[src/design/ccts_pkg.sv]
package ccts_pkg;

    localparam int CCTS_SAMPLES    = 8;
    localparam int CCTS_COUNT_BITS = 16;

    localparam int CCTS_VAL_W  = 16;
    localparam int CCTS_ADDR_W = 4;
    localparam int CCTS_DATA_W = 32;

    // register indexes (paddr[3:2])
    localparam logic [1:0] REG_ENABLE    = 2'd0;
    localparam logic [1:0] REG_DISCHARGE = 2'd1;
    localparam logic [1:0] REG_TIMEOUT   = 2'd2;

    localparam logic [CCTS_VAL_W-1:0] DISCHARGE_RESET = 16'd25000;
    localparam logic [CCTS_VAL_W-1:0] TIMEOUT_RESET   = 16'd50000;

    // 900*f + 100*m over 1000 reduces to (9*f + m) / 10; the sum stays below 2^20,
    // where x*838861 >> 23 is exact for x/10
    localparam int                FILT_SUM_W  = 20;
    localparam logic [19:0]       FILT_RECIP  = 20'd838861;
    localparam int                FILT_SHIFT  = 23;
    localparam int                FILT_PROD_W = FILT_SUM_W + 20;

    typedef enum logic [2:0] {
        PH_IDLE      = 3'b001,
        PH_DISCHARGE = 3'b010,
        PH_CHARGE    = 3'b100
    } phase_t;

    typedef struct packed {
        logic                  drive;
        logic                  abort;
        logic                  done;
        logic                  good;
        logic [CCTS_VAL_W-1:0] sample;
    } step_t;

    typedef struct packed {
        logic                  drive_level;
        logic                  reading_valid;
        logic [CCTS_VAL_W-1:0] reading_max;
        logic [CCTS_VAL_W-1:0] filtered_value;
        logic                  fault;
    } result_t;

endpackage

[src/design/capacitive_charge_time_sensor_unit.sv]
// Capacitive charge-time sensor. Feed one request per microsecond tick carrying
// s_rising_edge; each request yields exactly one result with the pin drive level
// for that tick, the completion flag, maximum and fault of a reading of SAMPLES
// samples, and the smoothed value. A request passes an input register and then a
// result register on its way to the output, and one request can be taken every
// cycle unless m_ready holds a waiting result; the sequencer and filter state advance
// once per request in the cycle it moves into the result register. Program enable,
// discharge_ticks and timeout_ticks through the APB port at byte addresses 0, 4
// and 8 while no requests are in flight; clearing enable drops the partial
// reading but keeps the filter.
module capacitive_charge_time_sensor_unit
    import ccts_pkg::*;
#(
    parameter int SAMPLES    = CCTS_SAMPLES,
    parameter int COUNT_BITS = CCTS_COUNT_BITS
) (
    input  logic                   aclk,
    input  logic                   aresetn,
    input  logic                   s_valid,
    output logic                   s_ready,
    input  logic                   s_rising_edge,
    output logic                   m_valid,
    input  logic                   m_ready,
    output logic                   m_drive_level,
    output logic                   m_reading_valid,
    output logic [CCTS_VAL_W-1:0]  m_reading_max,
    output logic [CCTS_VAL_W-1:0]  m_filtered_value,
    output logic                   m_fault,
    input  logic                   psel,
    input  logic                   penable,
    input  logic                   pwrite,
    input  logic [CCTS_ADDR_W-1:0] paddr,
    input  logic [CCTS_DATA_W-1:0] pwdata,
    output logic [CCTS_DATA_W-1:0] prdata,
    output logic                   pready
);

    logic                  enable_reg;
    logic [CCTS_VAL_W-1:0] discharge_reg;
    logic [CCTS_VAL_W-1:0] timeout_reg;

    logic    in_valid_reg;
    logic    rise_reg;
    logic    out_valid_reg;
    result_t result_reg;
    logic    advance;
    step_t   step;
    result_t result;

    assign pready = 1'b1;

    always_ff @(posedge aclk) begin
        if (!aresetn) begin
            enable_reg    <= 1'b0;
            discharge_reg <= DISCHARGE_RESET;
            timeout_reg   <= TIMEOUT_RESET;
        end else if (psel && penable && pwrite && pready) begin
            case (paddr[3:2])
                REG_ENABLE:    enable_reg    <= pwdata[0];
                REG_DISCHARGE: discharge_reg <= pwdata[CCTS_VAL_W-1:0];
                REG_TIMEOUT:   timeout_reg   <= pwdata[CCTS_VAL_W-1:0];
                default: ;
            endcase
        end
    end

    always_comb begin
        case (paddr[3:2])
            REG_ENABLE:    prdata = CCTS_DATA_W'(enable_reg);
            REG_DISCHARGE: prdata = CCTS_DATA_W'(discharge_reg);
            REG_TIMEOUT:   prdata = CCTS_DATA_W'(timeout_reg);
            default:       prdata = '0;
        endcase
    end

    // advance the held request into the result register when that slot frees up
    assign advance = in_valid_reg && (!out_valid_reg || m_ready);
    assign s_ready = !in_valid_reg || advance;

    always_ff @(posedge aclk) begin
        if (!aresetn) begin
            in_valid_reg  <= 1'b0;
            out_valid_reg <= 1'b0;
        end else begin
            if (s_ready) begin
                in_valid_reg <= s_valid;
            end
            if (advance) begin
                out_valid_reg <= 1'b1;
            end else if (m_ready) begin
                out_valid_reg <= 1'b0;
            end
        end
    end

    always_ff @(posedge aclk) begin
        if (s_valid && s_ready) begin
            rise_reg <= s_rising_edge;
        end
        if (advance) begin
            result_reg <= result;
        end
    end

    ccts_step #(
        .COUNT_BITS(COUNT_BITS)
    ) u_step (
        .aclk            (aclk),
        .aresetn         (aresetn),
        .advance         (advance),
        .rise            (rise_reg),
        .enable          (enable_reg),
        .discharge_ticks (discharge_reg),
        .timeout_ticks   (timeout_reg),
        .step            (step)
    );

    ccts_filter #(
        .SAMPLES(SAMPLES)
    ) u_filter (
        .aclk    (aclk),
        .aresetn (aresetn),
        .advance (advance),
        .step    (step),
        .result  (result)
    );

    assign m_valid          = out_valid_reg;
    assign m_drive_level    = result_reg.drive_level;
    assign m_reading_valid  = result_reg.reading_valid;
    assign m_reading_max    = result_reg.reading_max;
    assign m_filtered_value = result_reg.filtered_value;
    assign m_fault          = result_reg.fault;

endmodule

[src/design/ccts_step.sv]
module ccts_step
    import ccts_pkg::*;
#(
    parameter int COUNT_BITS = CCTS_COUNT_BITS
) (
    input  logic                  aclk,
    input  logic                  aresetn,
    input  logic                  advance,
    input  logic                  rise,
    input  logic                  enable,
    input  logic [CCTS_VAL_W-1:0] discharge_ticks,
    input  logic [CCTS_VAL_W-1:0] timeout_ticks,
    output step_t                 step
);

    localparam int CMP_W = (COUNT_BITS > CCTS_VAL_W) ? COUNT_BITS : CCTS_VAL_W;
    localparam logic [COUNT_BITS-1:0] COUNT_MAX = {COUNT_BITS{1'b1}};

    phase_t                phase_reg, phase_next;
    logic [COUNT_BITS-1:0] tick_count_reg, tick_count_next;
    logic [COUNT_BITS-1:0] count_inc;
    logic [CMP_W-1:0]      count_cmp, inc_cmp, dis_cmp, to_cmp;

    always_comb begin
        count_inc = (tick_count_reg != COUNT_MAX) ? tick_count_reg + 1'b1 : tick_count_reg;
        count_cmp = CMP_W'(tick_count_reg);
        inc_cmp   = CMP_W'(count_inc);
        dis_cmp   = CMP_W'(discharge_ticks);
        to_cmp    = CMP_W'(timeout_ticks);
    end

    always_comb begin
        phase_next      = phase_reg;
        tick_count_next = tick_count_reg;
        step            = '0;
        if (!enable) begin
            phase_next      = PH_IDLE;
            tick_count_next = '0;
            step.abort      = 1'b1;
        end else begin
            case (phase_reg)
                PH_DISCHARGE: begin
                    if (inc_cmp >= dis_cmp || count_inc == COUNT_MAX) begin
                        phase_next      = PH_CHARGE;
                        tick_count_next = '0;
                    end else begin
                        tick_count_next = count_inc;
                    end
                end
                PH_CHARGE: begin
                    step.drive = 1'b1;
                    if (count_cmp >= to_cmp) begin
                        step.done = 1'b1;
                    end else if (rise) begin
                        step.done   = 1'b1;
                        step.sample = CCTS_VAL_W'(tick_count_reg);
                        step.good   = (tick_count_reg != '0);
                    end else if (inc_cmp >= to_cmp || count_inc == COUNT_MAX) begin
                        step.done = 1'b1;
                    end else begin
                        tick_count_next = count_inc;
                    end
                    if (step.done) begin
                        phase_next      = PH_DISCHARGE;
                        tick_count_next = '0;
                    end
                end
                default: begin
                    // idle or a stray code: start a discharge
                    phase_next      = PH_DISCHARGE;
                    tick_count_next = '0;
                end
            endcase
        end
    end

    always_ff @(posedge aclk) begin
        if (!aresetn) begin
            phase_reg      <= PH_IDLE;
            tick_count_reg <= '0;
        end else if (advance) begin
            phase_reg      <= phase_next;
            tick_count_reg <= tick_count_next;
        end
    end

endmodule

[src/design/ccts_filter.sv]
module ccts_filter
    import ccts_pkg::*;
#(
    parameter int SAMPLES = CCTS_SAMPLES
) (
    input  logic    aclk,
    input  logic    aresetn,
    input  logic    advance,
    input  step_t   step,
    output result_t result
);

    localparam int IDX_W = $clog2(SAMPLES + 1);

    logic [IDX_W-1:0]      sample_index_reg, sample_index_next;
    logic [CCTS_VAL_W-1:0] running_max_reg, running_max_next;
    logic                  any_valid_reg, any_valid_next;
    logic [CCTS_VAL_W-1:0] smoothed_reg, smoothed_next;
    logic                  filter_loaded_reg, filter_loaded_next;

    logic [IDX_W-1:0]       index_inc;
    logic [CCTS_VAL_W-1:0]  new_max;
    logic                   new_any;
    logic [FILT_SUM_W-1:0]  filt_sum;
    logic [FILT_PROD_W-1:0] filt_prod;
    logic [CCTS_VAL_W-1:0]  filt_quot;

    always_comb begin
        index_inc = sample_index_reg + 1'b1;
        new_max   = (step.good && step.sample > running_max_reg) ? step.sample
                                                                 : running_max_reg;
        new_any   = any_valid_reg | step.good;
        filt_sum  = (FILT_SUM_W'(smoothed_reg) << 3) + FILT_SUM_W'(smoothed_reg)
                  + FILT_SUM_W'(new_max);
        filt_prod = FILT_PROD_W'(filt_sum) * FILT_PROD_W'(FILT_RECIP);
        filt_quot = filt_prod[FILT_SHIFT +: CCTS_VAL_W];
    end

    always_comb begin
        sample_index_next  = sample_index_reg;
        running_max_next   = running_max_reg;
        any_valid_next     = any_valid_reg;
        smoothed_next      = smoothed_reg;
        filter_loaded_next = filter_loaded_reg;
        result             = '0;
        result.drive_level = step.drive;
        if (step.abort) begin
            sample_index_next = '0;
            running_max_next  = '0;
            any_valid_next    = 1'b0;
        end else if (step.done) begin
            if (index_inc == IDX_W'(SAMPLES)) begin
                result.reading_valid = 1'b1;
                result.reading_max   = new_any ? new_max : '0;
                result.fault         = !new_any;
                if (new_any) begin
                    smoothed_next      = filter_loaded_reg ? filt_quot : new_max;
                    filter_loaded_next = 1'b1;
                end
                sample_index_next = '0;
                running_max_next  = '0;
                any_valid_next    = 1'b0;
            end else begin
                sample_index_next = index_inc;
                running_max_next  = new_max;
                any_valid_next    = new_any;
            end
        end
        result.filtered_value = smoothed_next;
    end

    always_ff @(posedge aclk) begin
        if (!aresetn) begin
            sample_index_reg  <= '0;
            running_max_reg   <= '0;
            any_valid_reg     <= 1'b0;
            smoothed_reg      <= '0;
            filter_loaded_reg <= 1'b0;
        end else if (advance) begin
            sample_index_reg  <= sample_index_next;
            running_max_reg   <= running_max_next;
            any_valid_reg     <= any_valid_next;
            smoothed_reg      <= smoothed_next;
            filter_loaded_reg <= filter_loaded_next;
        end
    end

endmodule
[config.mk]
export PLATFORM = sky130hd
export DESIGN_NAME = capacitive_charge_time_sensor_unit
export DESIGN_NICKNAME = d
export VERILOG_FILES = /design/src/design/ccts_pkg.sv /design/src/design/capacitive_charge_time_sensor_unit.sv /design/src/design/ccts_step.sv /design/src/design/ccts_filter.sv
export SDC_FILE = /design/constraint.sdc
export NUM_CORES = 1
export LEC_CHECK = 0
export BUFFER_PORTS_ARGS = -buffer_cell sky130_fd_sc_hd__buf_2
export CORE_ASPECT_RATIO = 0.9
export CORE_MARGIN = 2
export CORE_UTILIZATION = 45
export DETAILED_ROUTE_END_ITERATION = 7
export GPL_TIMING_DRIVEN = 1
export PLACE_DENSITY = 0.7
export SYNTH_ARGS = -nofsm -noshare
export SYNTH_HDL_FRONTEND = slang
export SYNTH_SLANG_ARGS = --single-unit
export TNS_END_PERCENT = 5
[constraint.sdc]
create_clock -name aclk -period 16.2 [get_ports aclk]
set_input_delay 3.24 -clock aclk [delete_from_list [all_inputs] [get_ports aclk]]
set_output_delay 3.24 -clock aclk [all_outputs]
set_load 0.1 [all_outputs]
Word-level counts from Yosys, hierarchy flattened
Cells that the tools add are included.
- output and inout port bits: 70
- register bits after elaboration: 128
- word-level logic and storage cells: 108
- bits of input ports: 44
- equality and inequality tests: 13
- $lt $le $gt $ge: 4
- mux-type cells: 42
- multiply operators: 1
- $add $sub $neg: 4
- reductions and logical operators: 25
- bitwise operators: 1
- operators by type and width (cell ; count):
    two-way mux 16 bit ; 17
    two-way mux 17 bit ; 3
    >= comparator 16 bit ; 3
    case mux 16 bit (3 select lines) ; 1
    multiplier 20 x 20 -> 39 bit (second input constant) ; 1
    two-way mux 18 bit ; 2
    case mux 16 bit (2 select lines) ; 1
    adder 19 x 16 -> 20 bit ; 1
    adder 20 x 16 -> 20 bit ; 1
    adder 16 x 1 -> 16 bit (second input constant) ; 1
    == test 16 bit (second input constant) ; 1
    > comparator 16 bit ; 1
    != test 16 bit (second input constant) ; 1
    nonzero test 16 bit ; 1
    two-way mux 4 bit ; 3
    two-way mux 1 bit ; 11
    AND reduction 2 bit ; 5
    two-way mux 3 bit ; 3
    != test 4 bit (second input constant) ; 2
    AND reduction 4 bit ; 2
    != test 3 x 2 -> 1 bit (second input constant) ; 2
    case mux 3 bit (2 select lines) ; 1
    AND reduction 3 bit ; 2
    logical AND 1 bit ; 5
    other kinds (14) ; 19

Logic depth before layout (Yosys ltp)
- depth after elaboration: 21
- depth in mapped cells: 56
- gate-level depth less buffers: 53

Modules after synthesis
A second synthesis with hierarchy kept.
- cells, all modules: 1791
- area total of the unflattened synthesis: 16236.8 µm²
- modules (own cells, without submodules) (module ; times used ; seq. area each (µm²) ; area an instance (µm²) ; cells an instance):
    ccts_filter ; 1 ; 760.7 ; 10746.6 ; 1210
    capacitive_charge_time_sensor_unit ; 1 ; 1781.7 ; 2777.7 ; 227
    ccts_step ; 1 ; 380.4 ; 2712.6 ; 354

Worst setup path before layout
Ideal clock, no wire load.
- path kind: register to register
- start point: reg u_step.tick_count_reg[0] (netlist: u_step.count_cmp[0])
- end point: reg result_reg, in the netlist m_filtered_value[9] (data pin)
- path slack: 4.186 ns
- arrival time: 11.746 ns
- cell stages (with the launch flop): 51
- clock period less this slack: 12.014 ns
- setup time: 0.268 ns
- required time: 15.932 ns
- buffers on the path: 3
- cells stage by stage: dfxtp_1 > clkbuf_1 > inv_1 > ha_1 > nand2b_1 > a2111o_1 > a21oi_1 > o21ai_1 > nor2_1 > and2_1 > ha_1 > a21o_1 > a21o_1 > a211oi_1 > o21ai_0 > and3_1 > buf_2 > buf_2 > (+15 left out) > fa_1 > inv_1 > fa_1 > fa_1 > inv_1 > fa_1 > inv_1 > ha_1 > a21oi_1 > a21oi_1 > or3_1 > a221oi_1 > o21ai_1 > a221o_1 > a31oi_1 > xnor2_1 > a21oi_1 > o21ai_0
- RTL lines (item ; line ; RTL):
    start, declared ; ccts_step.sv:20 ; logic [COUNT_BITS-1:0] tick_count_reg, tick_count_next;
    start signal, assigned ; ccts_step.sv:83 ; tick_count_reg <= tick_count_next;
    end signal, assigned ; capacitive_charge_time_sensor_unit.sv:101 ; result_reg <= result;
    end, declared ; capacitive_charge_time_sensor_unit.sv:45 ; result_t result_reg;

==> reports/results.ini <==
[run_status]
status=finished, final reports clean

[sta]
rsz0062_at_grt=false
slew_viol_final=0
fin_crit_sh_pct=90.5
finalSetupViolations=0
finalCriticalPeriod_ns=14.66
fin_tns_setup_ns=0
final-hold-violation-count=0
fmaxAchievable_ghz=0.0682
worst_slew_margin_rel_pct=19.6
worst_slack_ns=1.54
worstMarginPinSlew_ns=1.20
skew_ns=0.0101

[finish]
num_antenna_cells=0
postLayoutCellArea_mm2=0.0170
layout_common_cells=inv_1 (352), ha_1 (277), fa_1 (152)
drive_above_1_share_pct=8.68
nets=2258
areaGrowthSynthToFinish_pct=8.78
final_common_cell=inv_1

[drt]
routed_wirelength_mm=40.0
dr.pass1.iters=5
drc=0
drt-vias-per-instance=5.46
antenna_left=0
dr_total_vias=12332
drt_iter0_markers=959
wl_per_cell_um=17.7

[power]
peakVddDrop_mv=0.0778
power_density_mw_per_mm2=47.9
power_switching_mw=0.235
power.leakage_nw=8.87
intPower_mw=0.580
clkPwrFrac_pct=46.9
swShare_pct=28.8
comb_power_share_pct=11.8
power.share.sequential_pct=41.3

[clock_tree]
ctsHoldBuffers=0
cts_root_buffer=clkbuf_16
post_cts_buffers=0
h-tree-depth=4
cts_resized=0
clock_latency_ns=0.43
clk_pin_slew_worst_paths_ns=0.06
numCtsBuffers=17
cts.path.max_buffers=2
cts_tree=yes
cts.sinks=128

[die]
rows=64
initial_core_util_pct=45.8
ios=114
die_w_um=200
fp.coreArea_mm2=0.0341
die_area_mm2=0.0362
die_y_um=181

[logic_synthesis]
synth_cells=1730
synth_area_mm2=0.0156
synth_area_leaders=ha_1 (22%), fa_1 (19%), dfxtp_1 (12%)
synth_ff_type=dfxtp_1
yosysTopAreaCellShare_pct=22.2
synth_edf_count=36
synth_warnings=0
synth-seq-area-share_pct=18.7
avgSynthCellArea_um2=9.03
synth_top_area_cell=ha_1
ys_async_sr_fraction_pct=0
synth-seq-cells=128
synth_cell_types=72

[grt]
overflow=0
antenna_found_initial=0
grt_pass1_wl_mm=65.2
grt_pass1_vias=12176
grt_use_total_pct=22.7
grt_max_degree=51

[worst_setup_path]
crit_path_end_kind=register
start_kind=register
path_max_fanout=18
r2r_cells=50
startpoint=u_step.count_cmp[9]
cpPeakStageDelay_ns=0.85
r2r-end=m_filtered_value[15]
ff2ff_setup_slack_ns=1.54
r2r_start=u_step.count_cmp[9]
worstPathArrival_ns=14.80
path_class=register to register
worstPathRequired_ns=16.34
critical_path.slowest_cell=xor2_1

[placement]
routabilityCongestion=0.918
post_dp_cell_area_mm2=0.0164
place.port_buffers=78
dp_slack_ns=1.77
hpwlAfterDp_mm=32.7

[worst_hold_path]
hp-class=register to register
min_from=timeout_reg[11]
whs_endpoint=timeout_reg[11]
min_path_cells=2

[flow_run]
maxCapViolCount=0

==> cell families after synthesis <==
kind of cell	share of synthesized area, %
other	0.0481
DFF	18.7
buffers and inverters	10.7
muxes	1.38
xor gates and xnor gates	3.19
adders and majority gates	41.6
and+or+nand+nor	11.1
AOI/OAI and AO/OA	13.3
==> worst max path at each step <==
| stage | to | cells past startpoint | slack (ns) |
|---|---|---|---|
| finish | m_filtered_value[15] | 50 | 1.54 |
| global route | m_filtered_value[15] | 47 | 0.72 |
| CTS | m_filtered_value[15] | 50 | 1.70 |
| detailed placement | m_filtered_value[15] | 50 | 1.77 |
| global placement | m_filtered_value[15] | 50 | 1.93 |
| floorplan | m_filtered_value[9] | 50 | 4.19 |
==> layer usage <==
| metal | vias to the layer above | part of all wire, % | GRT usage, % | wire length [µm] |
|---|---|---|---|---|
| met4 | 0 | 2.0 | 5.27 | 795 |
| met5 | - | 0 | 0 | 0 |
| met2 | 419 | 46 | 37.1 | 18600 |
| met3 | 54 | 7.0 | 4.65 | 2800 |
| li1 | 5874 | - | - | - |
| met1 | 5985 | 45 | 31.0 | 17900 |
==> worst max-delay path, delay by kind of cell (launching register included) <==
kind | cells | cell delay, ns
simple gates | 6 | 2.04
buf+inv | 7 | 0.45
compound gates | 21 | 4.62
xor+xnor | 2 | 1.27
fa+ha+maj | 13 | 4.94
flops | 1 | 0.60
mux | 1 | 0.44
==> synthesized netlist by cell type (32+ instances only) <==
cell and count:
inv_1 354, ha_1 277, fa_1 152, nand2_1 119
dfxtp_1 92, a21oi_1 85, nor2_1 80, o21ai_0 47
nor3_1 39, xnor2_1 38, clkbuf_1 37, edfxtp_1 36
a21o_1 32
==> cell type report <==
| cell class | instances | area [µm²] |
|---|---|---|
| clock buffers | 26 | 551 |
| repair buffers | 89 | 473 |
| clock inverters | 6 | 41.3 |
| multi-input cells | 1194 | 11100 |
| well taps | 462 | 578 |
| fillers | 3195 | 17100 |
| flip-flops and latches | 128 | 2920 |
| inverters | 355 | 1330 |
==> power groups by stage <==
stage / logic (mW) / registers, mW / clock network [mW]
final: 0.0958 / 0.337 / 0.382
after global routing: 0.0991 / 0.337 / 0.401
after CTS: 0.0953 / 0.337 / 0.384
after detailed placement: 0.0950 / 0.344 / 0
after global placement: 0.0944 / 0.344 / 0
after floorplan: 0.0493 / 0.376 / 0
==> through the flow <==
stage / hold WS [ns] / cells / utilization (%) / power, mW
floorplan: 0.446 / 1745 / - / 0.425
global route: 0.504 / 2260 / 49.8 / 0.838
finish: 0.482 / 2260 / 49.8 / 0.815
detailed placement: 0.467 / 2228 / 48.1 / 0.439
global placement: 0.461 / 2228 / 48.1 / 0.438
CTS: 0.475 / 2260 / 49.8 / 0.817
Power figures use the tool's default switching activity.
